<file path="src/hw/rtl/ffsa_pkg.sv">
// Shared types and constants for the first-fit slot allocator.
// No dependencies; every other file of the block uses this package.
`timescale 1ns / 1ps

package ffsa_pkg;

  // Bitmap storage word: 64 busy bits, addressed by the slot index bits from bit 6 up.
  localparam int WORD_W = 64;
  localparam int BIT_W  = 6;

  // Command codes
  localparam logic CMD_ALLOC = 1'b0;
  localparam logic CMD_FREE  = 1'b1;

  typedef enum logic [1:0] {
    ST_OK        = 2'd0,
    ST_FULL      = 2'd1,
    ST_NOT_ALLOC = 2'd2
  } status_e;

  typedef struct packed {
    logic       cmd;
    logic [9:0] slot_index;
  } in_word_t;

  typedef struct packed {
    status_e    status;
    logic [9:0] granted_slot;
  } out_word_t;

  // Masking control for one scan step.
  typedef struct packed {
    logic             first;  // word holds the hint: ignore bits below lo
    logic [BIT_W-1:0] lo;
    logic             last;   // last word: ignore bits past the pool
  } scan_ctl_t;

endpackage

</file>
<file path="src/hw/rtl/first_fit_slot_allocator_top.sv">
// Top level of the first-fit slot allocator: sequencer, hint and result register.
// Depends on ffsa_pkg, ffsa_bitmap_mem and ffsa_scan_unit.
`timescale 1ns / 1ps
//
//  channel | direction | handshake             | word
//  --------+-----------+-----------------------+----------------------------------
//  in      | input     | in_valid_i/in_stall_o | in_word_i  (cmd, slot_index)
//  out     | output    | out_valid_o/out_stall_i | out_word_o (status, granted_slot)
//
//  Sequence: allocate reads the hint word (S_RD), then the scan unit checks
//    one 64-bit word per cycle from there (S_SCAN), up to SLOTS/64 words, until
//    a free bit is found or the last word is scanned; then S_RESP. A pool-full
//    hint or an out-of-pool free goes straight to S_RESP. Free goes S_RD, S_FCHK, S_RESP.
//  Reset: after rst_ni the bitmap memory is cleared one word per cycle,
//    all SLOTS/64 words (16 with the defaults); in_stall_o is high meanwhile.
//  Stalls: one item at a time; in_stall_o is low only while idle. A
//    finished result waits in the response state until the output register
//    is free, so out_stall_i never drops or repeats a word.

module first_fit_slot_allocator_top #(
  parameter int GROUP_SIZE = 256,
  parameter int GROUPS     = 4
) (
  input  logic                clk_i,
  input  logic                rst_ni,
  input  logic                in_valid_i,
  output logic                in_stall_o,
  input  ffsa_pkg::in_word_t  in_word_i,
  output logic                out_valid_o,
  input  logic                out_stall_i,
  output ffsa_pkg::out_word_t out_word_o
);

  // Geometry
  localparam int SLOTS     = GROUP_SIZE * GROUPS;
  localparam int WW        = ffsa_pkg::WORD_W;
  localparam int BW        = ffsa_pkg::BIT_W;
  localparam int NWORDS    = (SLOTS + WW - 1) / WW;
  localparam int AW        = (NWORDS > 1) ? $clog2(NWORDS) : 1;
  localparam int TAIL_BITS = SLOTS - (NWORDS - 1) * WW;
  localparam int SLOT_W    = AW + BW;                  // word-aligned slot index
  localparam int XW        = SLOT_W + 1;               // holds SLOTS itself
  localparam int HW        = $clog2(SLOTS + 1);        // search hint width
  localparam int IW        = (XW > 10) ? XW : 10;      // free index, extended
  localparam int GW        = (SLOT_W > 10) ? SLOT_W : 10;

  typedef enum logic [5:0] {
    S_CLEAR = 6'b000001,
    S_IDLE  = 6'b000010,
    S_RD    = 6'b000100,
    S_SCAN  = 6'b001000,
    S_FCHK  = 6'b010000,
    S_RESP  = 6'b100000
  } state_e;

  state_e                state_q, state_d;
  logic [AW-1:0]         clr_q, clr_d;
  logic [HW-1:0]         hint_q, hint_d;
  logic [AW-1:0]         addr_q, addr_d;       // word being read / scanned
  logic                  first_q, first_d;
  logic                  cmd_q, cmd_d;
  logic [BW-1:0]         bit_q, bit_d;         // bit of the slot to free
  logic [IW-1:0]         idx_q, idx_d;
  ffsa_pkg::status_e     res_status_q, res_status_d;
  logic [9:0]            res_slot_q, res_slot_d;
  logic                  out_valid_q, out_valid_d;
  ffsa_pkg::out_word_t   out_word_q, out_word_d;

  // Memory port
  logic                  mem_we, mem_re;
  logic [AW-1:0]         mem_waddr, mem_raddr;
  logic [WW-1:0]         mem_wdata, mem_rdata;

  // Scan unit
  ffsa_pkg::scan_ctl_t   scan_ctl;
  logic                  scan_found;
  logic [BW-1:0]         scan_pos;

  // Derived values
  logic [XW-1:0]         hint_x;
  logic [IW-1:0]         in_idx_x;
  logic [SLOT_W-1:0]     found_slot;
  logic [XW-1:0]         hint_next;
  logic [GW-1:0]         grant_x;
  logic                  last_word;
  logic                  in_fire;

  ffsa_bitmap_mem #(
    .DEPTH (NWORDS),
    .AW    (AW)
  ) u_mem (
    .clk_i   (clk_i),
    .we_i    (mem_we),
    .waddr_i (mem_waddr),
    .wdata_i (mem_wdata),
    .re_i    (mem_re),
    .raddr_i (mem_raddr),
    .rdata_o (mem_rdata)
  );

  ffsa_scan_unit #(
    .TAIL_BITS (TAIL_BITS)
  ) u_scan (
    .busy_i  (mem_rdata),
    .ctl_i   (scan_ctl),
    .found_o (scan_found),
    .pos_o   (scan_pos)
  );

  assign in_stall_o = (state_q != S_IDLE);
  assign in_fire    = in_valid_i && !in_stall_o;

  assign hint_x     = XW'(hint_q);
  assign in_idx_x   = IW'(in_word_i.slot_index);
  assign last_word  = (addr_q == AW'(NWORDS - 1));
  assign found_slot = {addr_q, scan_pos};
  assign hint_next  = {1'b0, found_slot} + XW'(1);
  assign grant_x    = GW'(found_slot);

  assign scan_ctl.first = first_q;
  assign scan_ctl.lo    = hint_x[BW-1:0];
  assign scan_ctl.last  = last_word;

  always_comb begin
    state_d      = state_q;
    clr_d        = clr_q;
    hint_d       = hint_q;
    addr_d       = addr_q;
    first_d      = first_q;
    cmd_d        = cmd_q;
    bit_d        = bit_q;
    idx_d        = idx_q;
    res_status_d = res_status_q;
    res_slot_d   = res_slot_q;
    out_valid_d  = out_valid_q && out_stall_i;
    out_word_d   = out_word_q;
    mem_we       = 1'b0;
    mem_waddr    = addr_q;
    mem_wdata    = '0;
    mem_re       = 1'b0;
    mem_raddr    = addr_q;

    case (state_q)
      S_CLEAR: begin
        mem_we    = 1'b1;
        mem_waddr = clr_q;
        mem_wdata = '0;
        if (clr_q == AW'(NWORDS - 1)) begin
          state_d = S_IDLE;
        end else begin
          clr_d = clr_q + AW'(1);
        end
      end

      S_IDLE: begin
        if (in_fire) begin
          cmd_d = in_word_i.cmd;
          idx_d = in_idx_x;
          if (in_word_i.cmd == ffsa_pkg::CMD_ALLOC) begin
            if (32'(hint_q) >= SLOTS) begin
              res_status_d = ffsa_pkg::ST_FULL;
              res_slot_d   = '0;
              state_d      = S_RESP;
            end else begin
              addr_d  = hint_x[AW+BW-1:BW];
              first_d = 1'b1;
              state_d = S_RD;
            end
          end else begin
            if (32'(in_word_i.slot_index) >= SLOTS) begin
              res_status_d = ffsa_pkg::ST_NOT_ALLOC;
              res_slot_d   = '0;
              state_d      = S_RESP;
            end else begin
              addr_d  = in_idx_x[AW+BW-1:BW];
              bit_d   = in_idx_x[BW-1:0];
              state_d = S_RD;
            end
          end
        end
      end

      S_RD: begin
        mem_re  = 1'b1;
        state_d = (cmd_q == ffsa_pkg::CMD_ALLOC) ? S_SCAN : S_FCHK;
      end

      S_SCAN: begin
        if (scan_found) begin
          mem_we       = 1'b1;
          mem_wdata    = mem_rdata | (WW'(1) << scan_pos);
          hint_d       = hint_next[HW-1:0];
          res_status_d = ffsa_pkg::ST_OK;
          res_slot_d   = grant_x[9:0];
          state_d      = S_RESP;
        end else if (last_word) begin
          res_status_d = ffsa_pkg::ST_FULL;
          res_slot_d   = '0;
          state_d      = S_RESP;
        end else begin
          // read the next word while this one is retired
          mem_re    = 1'b1;
          mem_raddr = addr_q + AW'(1);
          addr_d    = addr_q + AW'(1);
          first_d   = 1'b0;
        end
      end

      S_FCHK: begin
        res_slot_d = '0;
        if (mem_rdata[bit_q]) begin
          mem_we       = 1'b1;
          mem_wdata    = mem_rdata & ~(WW'(1) << bit_q);
          res_status_d = ffsa_pkg::ST_OK;
          if (idx_q < IW'(hint_q)) begin
            hint_d = idx_q[HW-1:0];
          end
        end else begin
          res_status_d = ffsa_pkg::ST_NOT_ALLOC;
        end
        state_d = S_RESP;
      end

      S_RESP: begin
        if (!out_valid_q || !out_stall_i) begin
          out_valid_d             = 1'b1;
          out_word_d.status       = res_status_q;
          out_word_d.granted_slot = res_slot_q;
          state_d                 = S_IDLE;
        end
      end

      default: begin
        state_d = S_CLEAR;
        clr_d   = '0;
      end
    endcase
  end

  // Control state
  always_ff @(posedge clk_i or negedge rst_ni) begin
    if (!rst_ni) begin
      state_q     <= S_CLEAR;
      clr_q       <= '0;
      hint_q      <= '0;
      out_valid_q <= 1'b0;
    end else begin
      state_q     <= state_d;
      clr_q       <= clr_d;
      hint_q      <= hint_d;
      out_valid_q <= out_valid_d;
    end
  end

  // Payload and working registers
  always_ff @(posedge clk_i) begin
    addr_q       <= addr_d;
    first_q      <= first_d;
    cmd_q        <= cmd_d;
    bit_q        <= bit_d;
    idx_q        <= idx_d;
    res_status_q <= res_status_d;
    res_slot_q   <= res_slot_d;
    out_word_q   <= out_word_d;
  end

  assign out_valid_o = out_valid_q;
  assign out_word_o  = out_word_q;

  // Checks
  a_hint_range: assert property (@(posedge clk_i) disable iff (!rst_ni)
    32'(hint_q) <= SLOTS)
    else $error("search hint beyond the pool");

  a_grant_zero: assert property (@(posedge clk_i) disable iff (!rst_ni)
    out_valid_o && (out_word_o.status != ffsa_pkg::ST_OK) |-> out_word_o.granted_slot == '0)
    else $error("nonzero slot on a failed request");

  a_write_states: assert property (@(posedge clk_i) disable iff (!rst_ni)
    mem_we |-> (state_q == S_CLEAR) || (state_q == S_SCAN) || (state_q == S_FCHK))
    else $error("bitmap written outside clear, scan or free check");

  a_accept_busy: assert property (@(posedge clk_i) disable iff (!rst_ni)
    in_fire |=> (state_q == S_RD) || (state_q == S_RESP))
    else $error("accepted word did not start work");

  a_resp_loads: assert property (@(posedge clk_i) disable iff (!rst_ni)
    (state_q == S_RESP) && (state_d == S_IDLE) |=> out_valid_q)
    else $error("result left without loading the output register");

endmodule

</file>
<file path="src/hw/rtl/ffsa_bitmap_mem.sv">
// Busy-bitmap storage: one write port, one read port with registered data.
// Depends on ffsa_pkg for the word width.
`timescale 1ns / 1ps

module ffsa_bitmap_mem #(
  parameter int DEPTH = 16,
  parameter int AW    = 4
) (
  input  logic                         clk_i,
  input  logic                         we_i,
  input  logic [AW-1:0]                waddr_i,
  input  logic [ffsa_pkg::WORD_W-1:0]  wdata_i,
  input  logic                         re_i,
  input  logic [AW-1:0]                raddr_i,
  output logic [ffsa_pkg::WORD_W-1:0]  rdata_o
);

  logic [ffsa_pkg::WORD_W-1:0] mem [DEPTH];
  logic [ffsa_pkg::WORD_W-1:0] rdata_q;

  always_ff @(posedge clk_i) begin
    if (we_i) begin
      mem[waddr_i] <= wdata_i;
    end
    if (re_i) begin
      rdata_q <= mem[raddr_i];
    end
  end

  assign rdata_o = rdata_q;

endmodule

</file>
<file path="src/hw/rtl/ffsa_scan_unit.sv">
// Scan unit: masks one bitmap word and finds its lowest free bit.
// Depends on ffsa_pkg for the word width and the scan control struct.
`timescale 1ns / 1ps

module ffsa_scan_unit #(
  parameter int TAIL_BITS = 64
) (
  input  logic [ffsa_pkg::WORD_W-1:0] busy_i,
  input  ffsa_pkg::scan_ctl_t         ctl_i,
  output logic                        found_o,
  output logic [ffsa_pkg::BIT_W-1:0]  pos_o
);

  localparam int BW = ffsa_pkg::BIT_W;

  logic [ffsa_pkg::WORD_W-1:0] free_v;

  // Candidate bits: free, at or above the hint, inside the pool.
  always_comb begin
    for (int i = 0; i < ffsa_pkg::WORD_W; i++) begin
      free_v[i] = !busy_i[i]
                  && (!ctl_i.first || (BW'(i) >= ctl_i.lo))
                  && (!ctl_i.last || (i < TAIL_BITS));
    end
  end

  // Priority encoder, lowest index wins.
  always_comb begin
    found_o = 1'b0;
    pos_o   = '0;
    for (int i = ffsa_pkg::WORD_W - 1; i >= 0; i--) begin
      if (free_v[i]) begin
        found_o = 1'b1;
        pos_o   = BW'(i);
      end
    end
  end

endmodule

</file>
<file path="config.mk">
export PLATFORM = sky130hd
export DESIGN_NAME = first_fit_slot_allocator_top
export DESIGN_NICKNAME = d
export VERILOG_FILES = /design/src/hw/rtl/ffsa_pkg.sv /design/src/hw/rtl/first_fit_slot_allocator_top.sv /design/src/hw/rtl/ffsa_bitmap_mem.sv /design/src/hw/rtl/ffsa_scan_unit.sv
export SDC_FILE = /design/constraint.sdc
export NUM_CORES = 2
export LEC_CHECK = 0
export ABC_CLOCK_PERIOD_IN_PS = 7000
export BUFFER_PORTS_ARGS = -buffer_cell sky130_fd_sc_hd__buf_2
export CORE_MARGIN = 4
export CORE_UTILIZATION = 40
export CTS_BUF_LIST = sky130_fd_sc_hd__clkbuf_4
export DETAILED_ROUTE_END_ITERATION = 6
export MAX_ROUTING_LAYER = met4
export PLACE_DENSITY = 0.65
export SLEW_MARGIN = 20
export SYNTH_ARGS = -nofsm -noshare
export SYNTH_HDL_FRONTEND = slang
export SYNTH_SLANG_ARGS = --single-unit
</file>
<file path="constraint.sdc">
create_clock -name clk_i -period 7 [get_ports clk_i]
set_input_delay 0.35 -clock clk_i [delete_from_list [all_inputs] [get_ports clk_i]]
set_output_delay 0.35 -clock clk_i [all_outputs]
set_load 0.05 [all_outputs]
</file>
==> results.json <==
{
  "clk_path_buf_depth": 4,
  "rsz0062_at_grt": "false",
  "htreeDepth": 5,
  "synthFlopType": "edfxtp_1",
  "grt_overflow": 0,
  "min_path_cells": 3,
  "r2r_slack_ns": 1.07,
  "cts_resized": 0,
  "finalHoldViolCount": 0,
  "drive_gt1_frac": 0.228,
  "tightestPinTransition_ns": 1.21,
  "finalCritPeriodShare": 0.847,
  "grt_use_total": 0.214,
  "r2r_cells": 11,
  "drt-total-wl_um": 132000,
  "async_flop_share": 0.0190,
  "initial_core_util": 0.403,
  "pwr-share-seq": 0.538,
  "nets": 3249,
  "power_frac_clock": 0.338,
  "syn_avg_cell_area_um2": 16.4,
  "ys_seq_area_frac": 0.715,
  "drt-initial-drc-count": 3443,
  "setup_ws_ns": 1.07,
  "fp.dieH_um": 356,
  "drv_slew": 0,
  "io_pins": 29,
  "port_buffers": 28,
  "tns_ns": 0,
  "numCtsBuffers": 301,
  "gp_congestion": 1.00,
  "routedWlPerCell_um": 26.4,
  "place_hpwl_um": 76800,
  "worst_skew_pair.late_latency_ns": 1.15,
  "hold_path_class": "primary input to register",
  "netlist_area_mm2": 0.0484,
  "antenna_found_initial": 2,
  "stdcell_area_mm2": 0.0544,
  "combPwrFrac": 0.125,
  "p_int_mw": 11.4,
  "placed_cell_area_mm2": 0.0507,
  "timing.critical_path.arrival_ns": 6.63,
  "synth_nets": 2979,
  "ant_nets": 0,
  "max_freq_mhz": 169,
  "drcViolationCount": 0,
  "grt_start_max_net_pins": 68,
  "pwr_density_cell_mw_per_mm2": 286,
  "clk_pin_slew_ns": 0.08,
  "place_inst": 4499,
  "min_period_ns": 5.93,
  "crit_type": "register to register",
  "dieWidth_um": 356,
  "place_ws_ns": 1.23,
  "p_leak_nw": 18.0,
  "first_pass_iters": 6,
  "grt_first_pass_wirelength_um": 195000,
  "tritoncts": "built",
  "finClkSkew_ns": 0.103,
  "routed_via_density": 5.93,
  "coreArea_mm2": 0.120,
  "cts_setup_buffers": 0,
  "synth_edf_count": 1134,
  "peakVddDrop_uv": 176,
  "synth_cell_types": 104,
  "area_growth_pct": 12.3,
  "start_kind": "register",
  "switching_power_mw": 4.13,
  "cp_max_fo": 31,
  "synth-seq-cells": 1156,
  "cts_sinks": 1156,
  "synthCells": 2947,
  "setup_violations": 0,
  "max-cap-violations": 0,
  "required_ns": 7.70,
  "endpoint_kind": "register",
  "vias": 29700,
  "fin_cells": 5003,
  "root_buffer": "clkbuf_4",
  "num_rows": 127,
  "fin_worst_hold_slack_ns": 0.173,
  "p_sw_frac": 0.266,
  "status": "finished, final reports clean",
  "slew_headroom": 0.185,
  "yosysWarnings": 0,
  "die_area_mm2": 0.127,
  "grt_pass1_vias": 29700
}
-- sequential cells by signal, indices dropped and copies added, names as in the netlist --
| signal | cells |
|---|---|
| clr_q | 4 |
| idx_q | 10 |
| first_q | 1 |
| out_valid_o | 1 |
| u_mem.rdata_o | 64 |
| hint_q | 11 |
| res_status_q | 2 |
| res_slot_q | 10 |
| state_q | 6 |
| bit_q | 6 |
| out_word_o | 12 |
| u_mem.mem | 1024 |
| cmd_q | 1 |
| addr_q | 4 |
-- critical path, cell delays in order, from the launching register on --
cell and delay [ns]:
dfrtp_1 0.80, buf_4 0.38, nor3_1 0.43, a21oi_1 0.13
o32ai_1 0.38, nor3_2 0.18, and4_1 0.32, a21oi_1 0.42
or2_2 0.65, a31oi_1 0.45, nor2_4 0.76, buf_4 0.54
-- layout by cell type, fill, tap and decap left out, types with 16 or more instances in the layout --
cell and n:
a21oi_1 168, a221o_1 64, a22oi_1 70, a31oi_1 22, a32o_1 89, buf_2 28, buf_4 97, clkbuf_4 402
clkinv_1 54, dfrtp_1 21, dlygate4sd3_1 25, edfxtp_1 1134, ha_1 17, inv_1 35, mux2i_1 137, mux4_1 16
mux4_2 133, nand2_1 282, nand3_1 27, nor2_1 60, nor2_4 17, nor3_1 25, o211ai_1 16, o21ai_0 72
o21ai_1 72
-- synthesized netlist by cell type (64+ instances only) --
| master | number | share of area |
|---|---|---|
| o21ai_0 | 73 | 0.0075 |
| o21ai_1 | 72 | 0.0074 |
| edfxtp_1 | 1134 | 0.70 |
| clkbuf_1 | 97 | 0.0075 |
| a221o_1 | 64 | 0.013 |
| nand2_1 | 284 | 0.022 |
| a21oi_1 | 173 | 0.018 |
| nor2_1 | 75 | 0.0058 |
| mux2i_1 | 137 | 0.028 |
| mux4_2 | 133 | 0.062 |
| a22oi_1 | 70 | 0.011 |
| a32o_1 | 89 | 0.018 |
-- worst paths after layout --
path                                    start          endpoint
worst max-delay path                hint_q[3]  u_mem.mem[8][52]
worst min-delay path              out_stall_i    out_word_o[11]
worst max register to register      hint_q[3]  u_mem.mem[8][52]
worst min register to register  res_slot_q[1]     out_word_o[1]
max in group asynchronous              rst_ni         hint_q[8]
min in group asynchronous              rst_ni        state_q[5]
-- routing by layer --
| metal | share of wire | global-route usage | vias up | wire length [µm] |
|---|---|---|---|---|
| met3 | 0.090 | 0.0456 | 304 | 11900 |
| li1 | - | - | 12700 | - |
| met4 | 0.037 | 0.0891 | 0 | 4920 |
| met5 | 0 | - | - | 0 |
| met2 | 0.46 | 0.323 | 1564 | 61500 |
| met1 | 0.41 | 0.282 | 15100 | 53900 |
-- power groups by stage --
stage / clock [mW] / sequential, mW / combinational [mW]
floorplan: 0 / 8.45 / 1.19
global placement: 0 / 8.47 / 1.88
detailed placement: 0 / 8.49 / 1.90
CTS: 5.40 / 8.34 / 1.92
global route: 5.80 / 8.38 / 2.05
finish: 5.24 / 8.34 / 1.93
-- through the flow --
stage               utilization  power (mW)
floorplan                     -        9.65
global placement          0.423        10.4
detailed placement        0.423        10.4
CTS                       0.453        15.7
global route              0.453        16.2
finish                    0.453        15.5
-- cell type report --
type | instances | area [µm²]
Fill cell | 10400 | 65600
Sequential cell | 1156 | 34600
Multi-Input combinational cell | 1552 | 12800
Clock buffer | 401 | 3010
Tap cell | 1612 | 2020
Timing Repair Buffer | 166 | 1420
Clock inverter | 74 | 319
Inverter | 40 | 150
Antenna cell | 2 | 5.00
-- timing repair --
| action | 4_1_cts | 5_1_grt |
|---|---|---|
| hold buffers | 26 | 0 |
| setup endpoints to repair | 0 | 0 |
| hold endpoints to repair | 93 | 0 |
-- cells by family after synthesis --
group / share of synthesized area
buffers and inverters: 0.0240
and+or+nand+nor: 0.0520
adders and majority gates: 0.00440
DFF: 0.715
xor gates and xnor gates: 0.000905
AOI/OAI and AO/OA: 0.104
muxes: 0.0996
(Power assumes the default switching activity.)
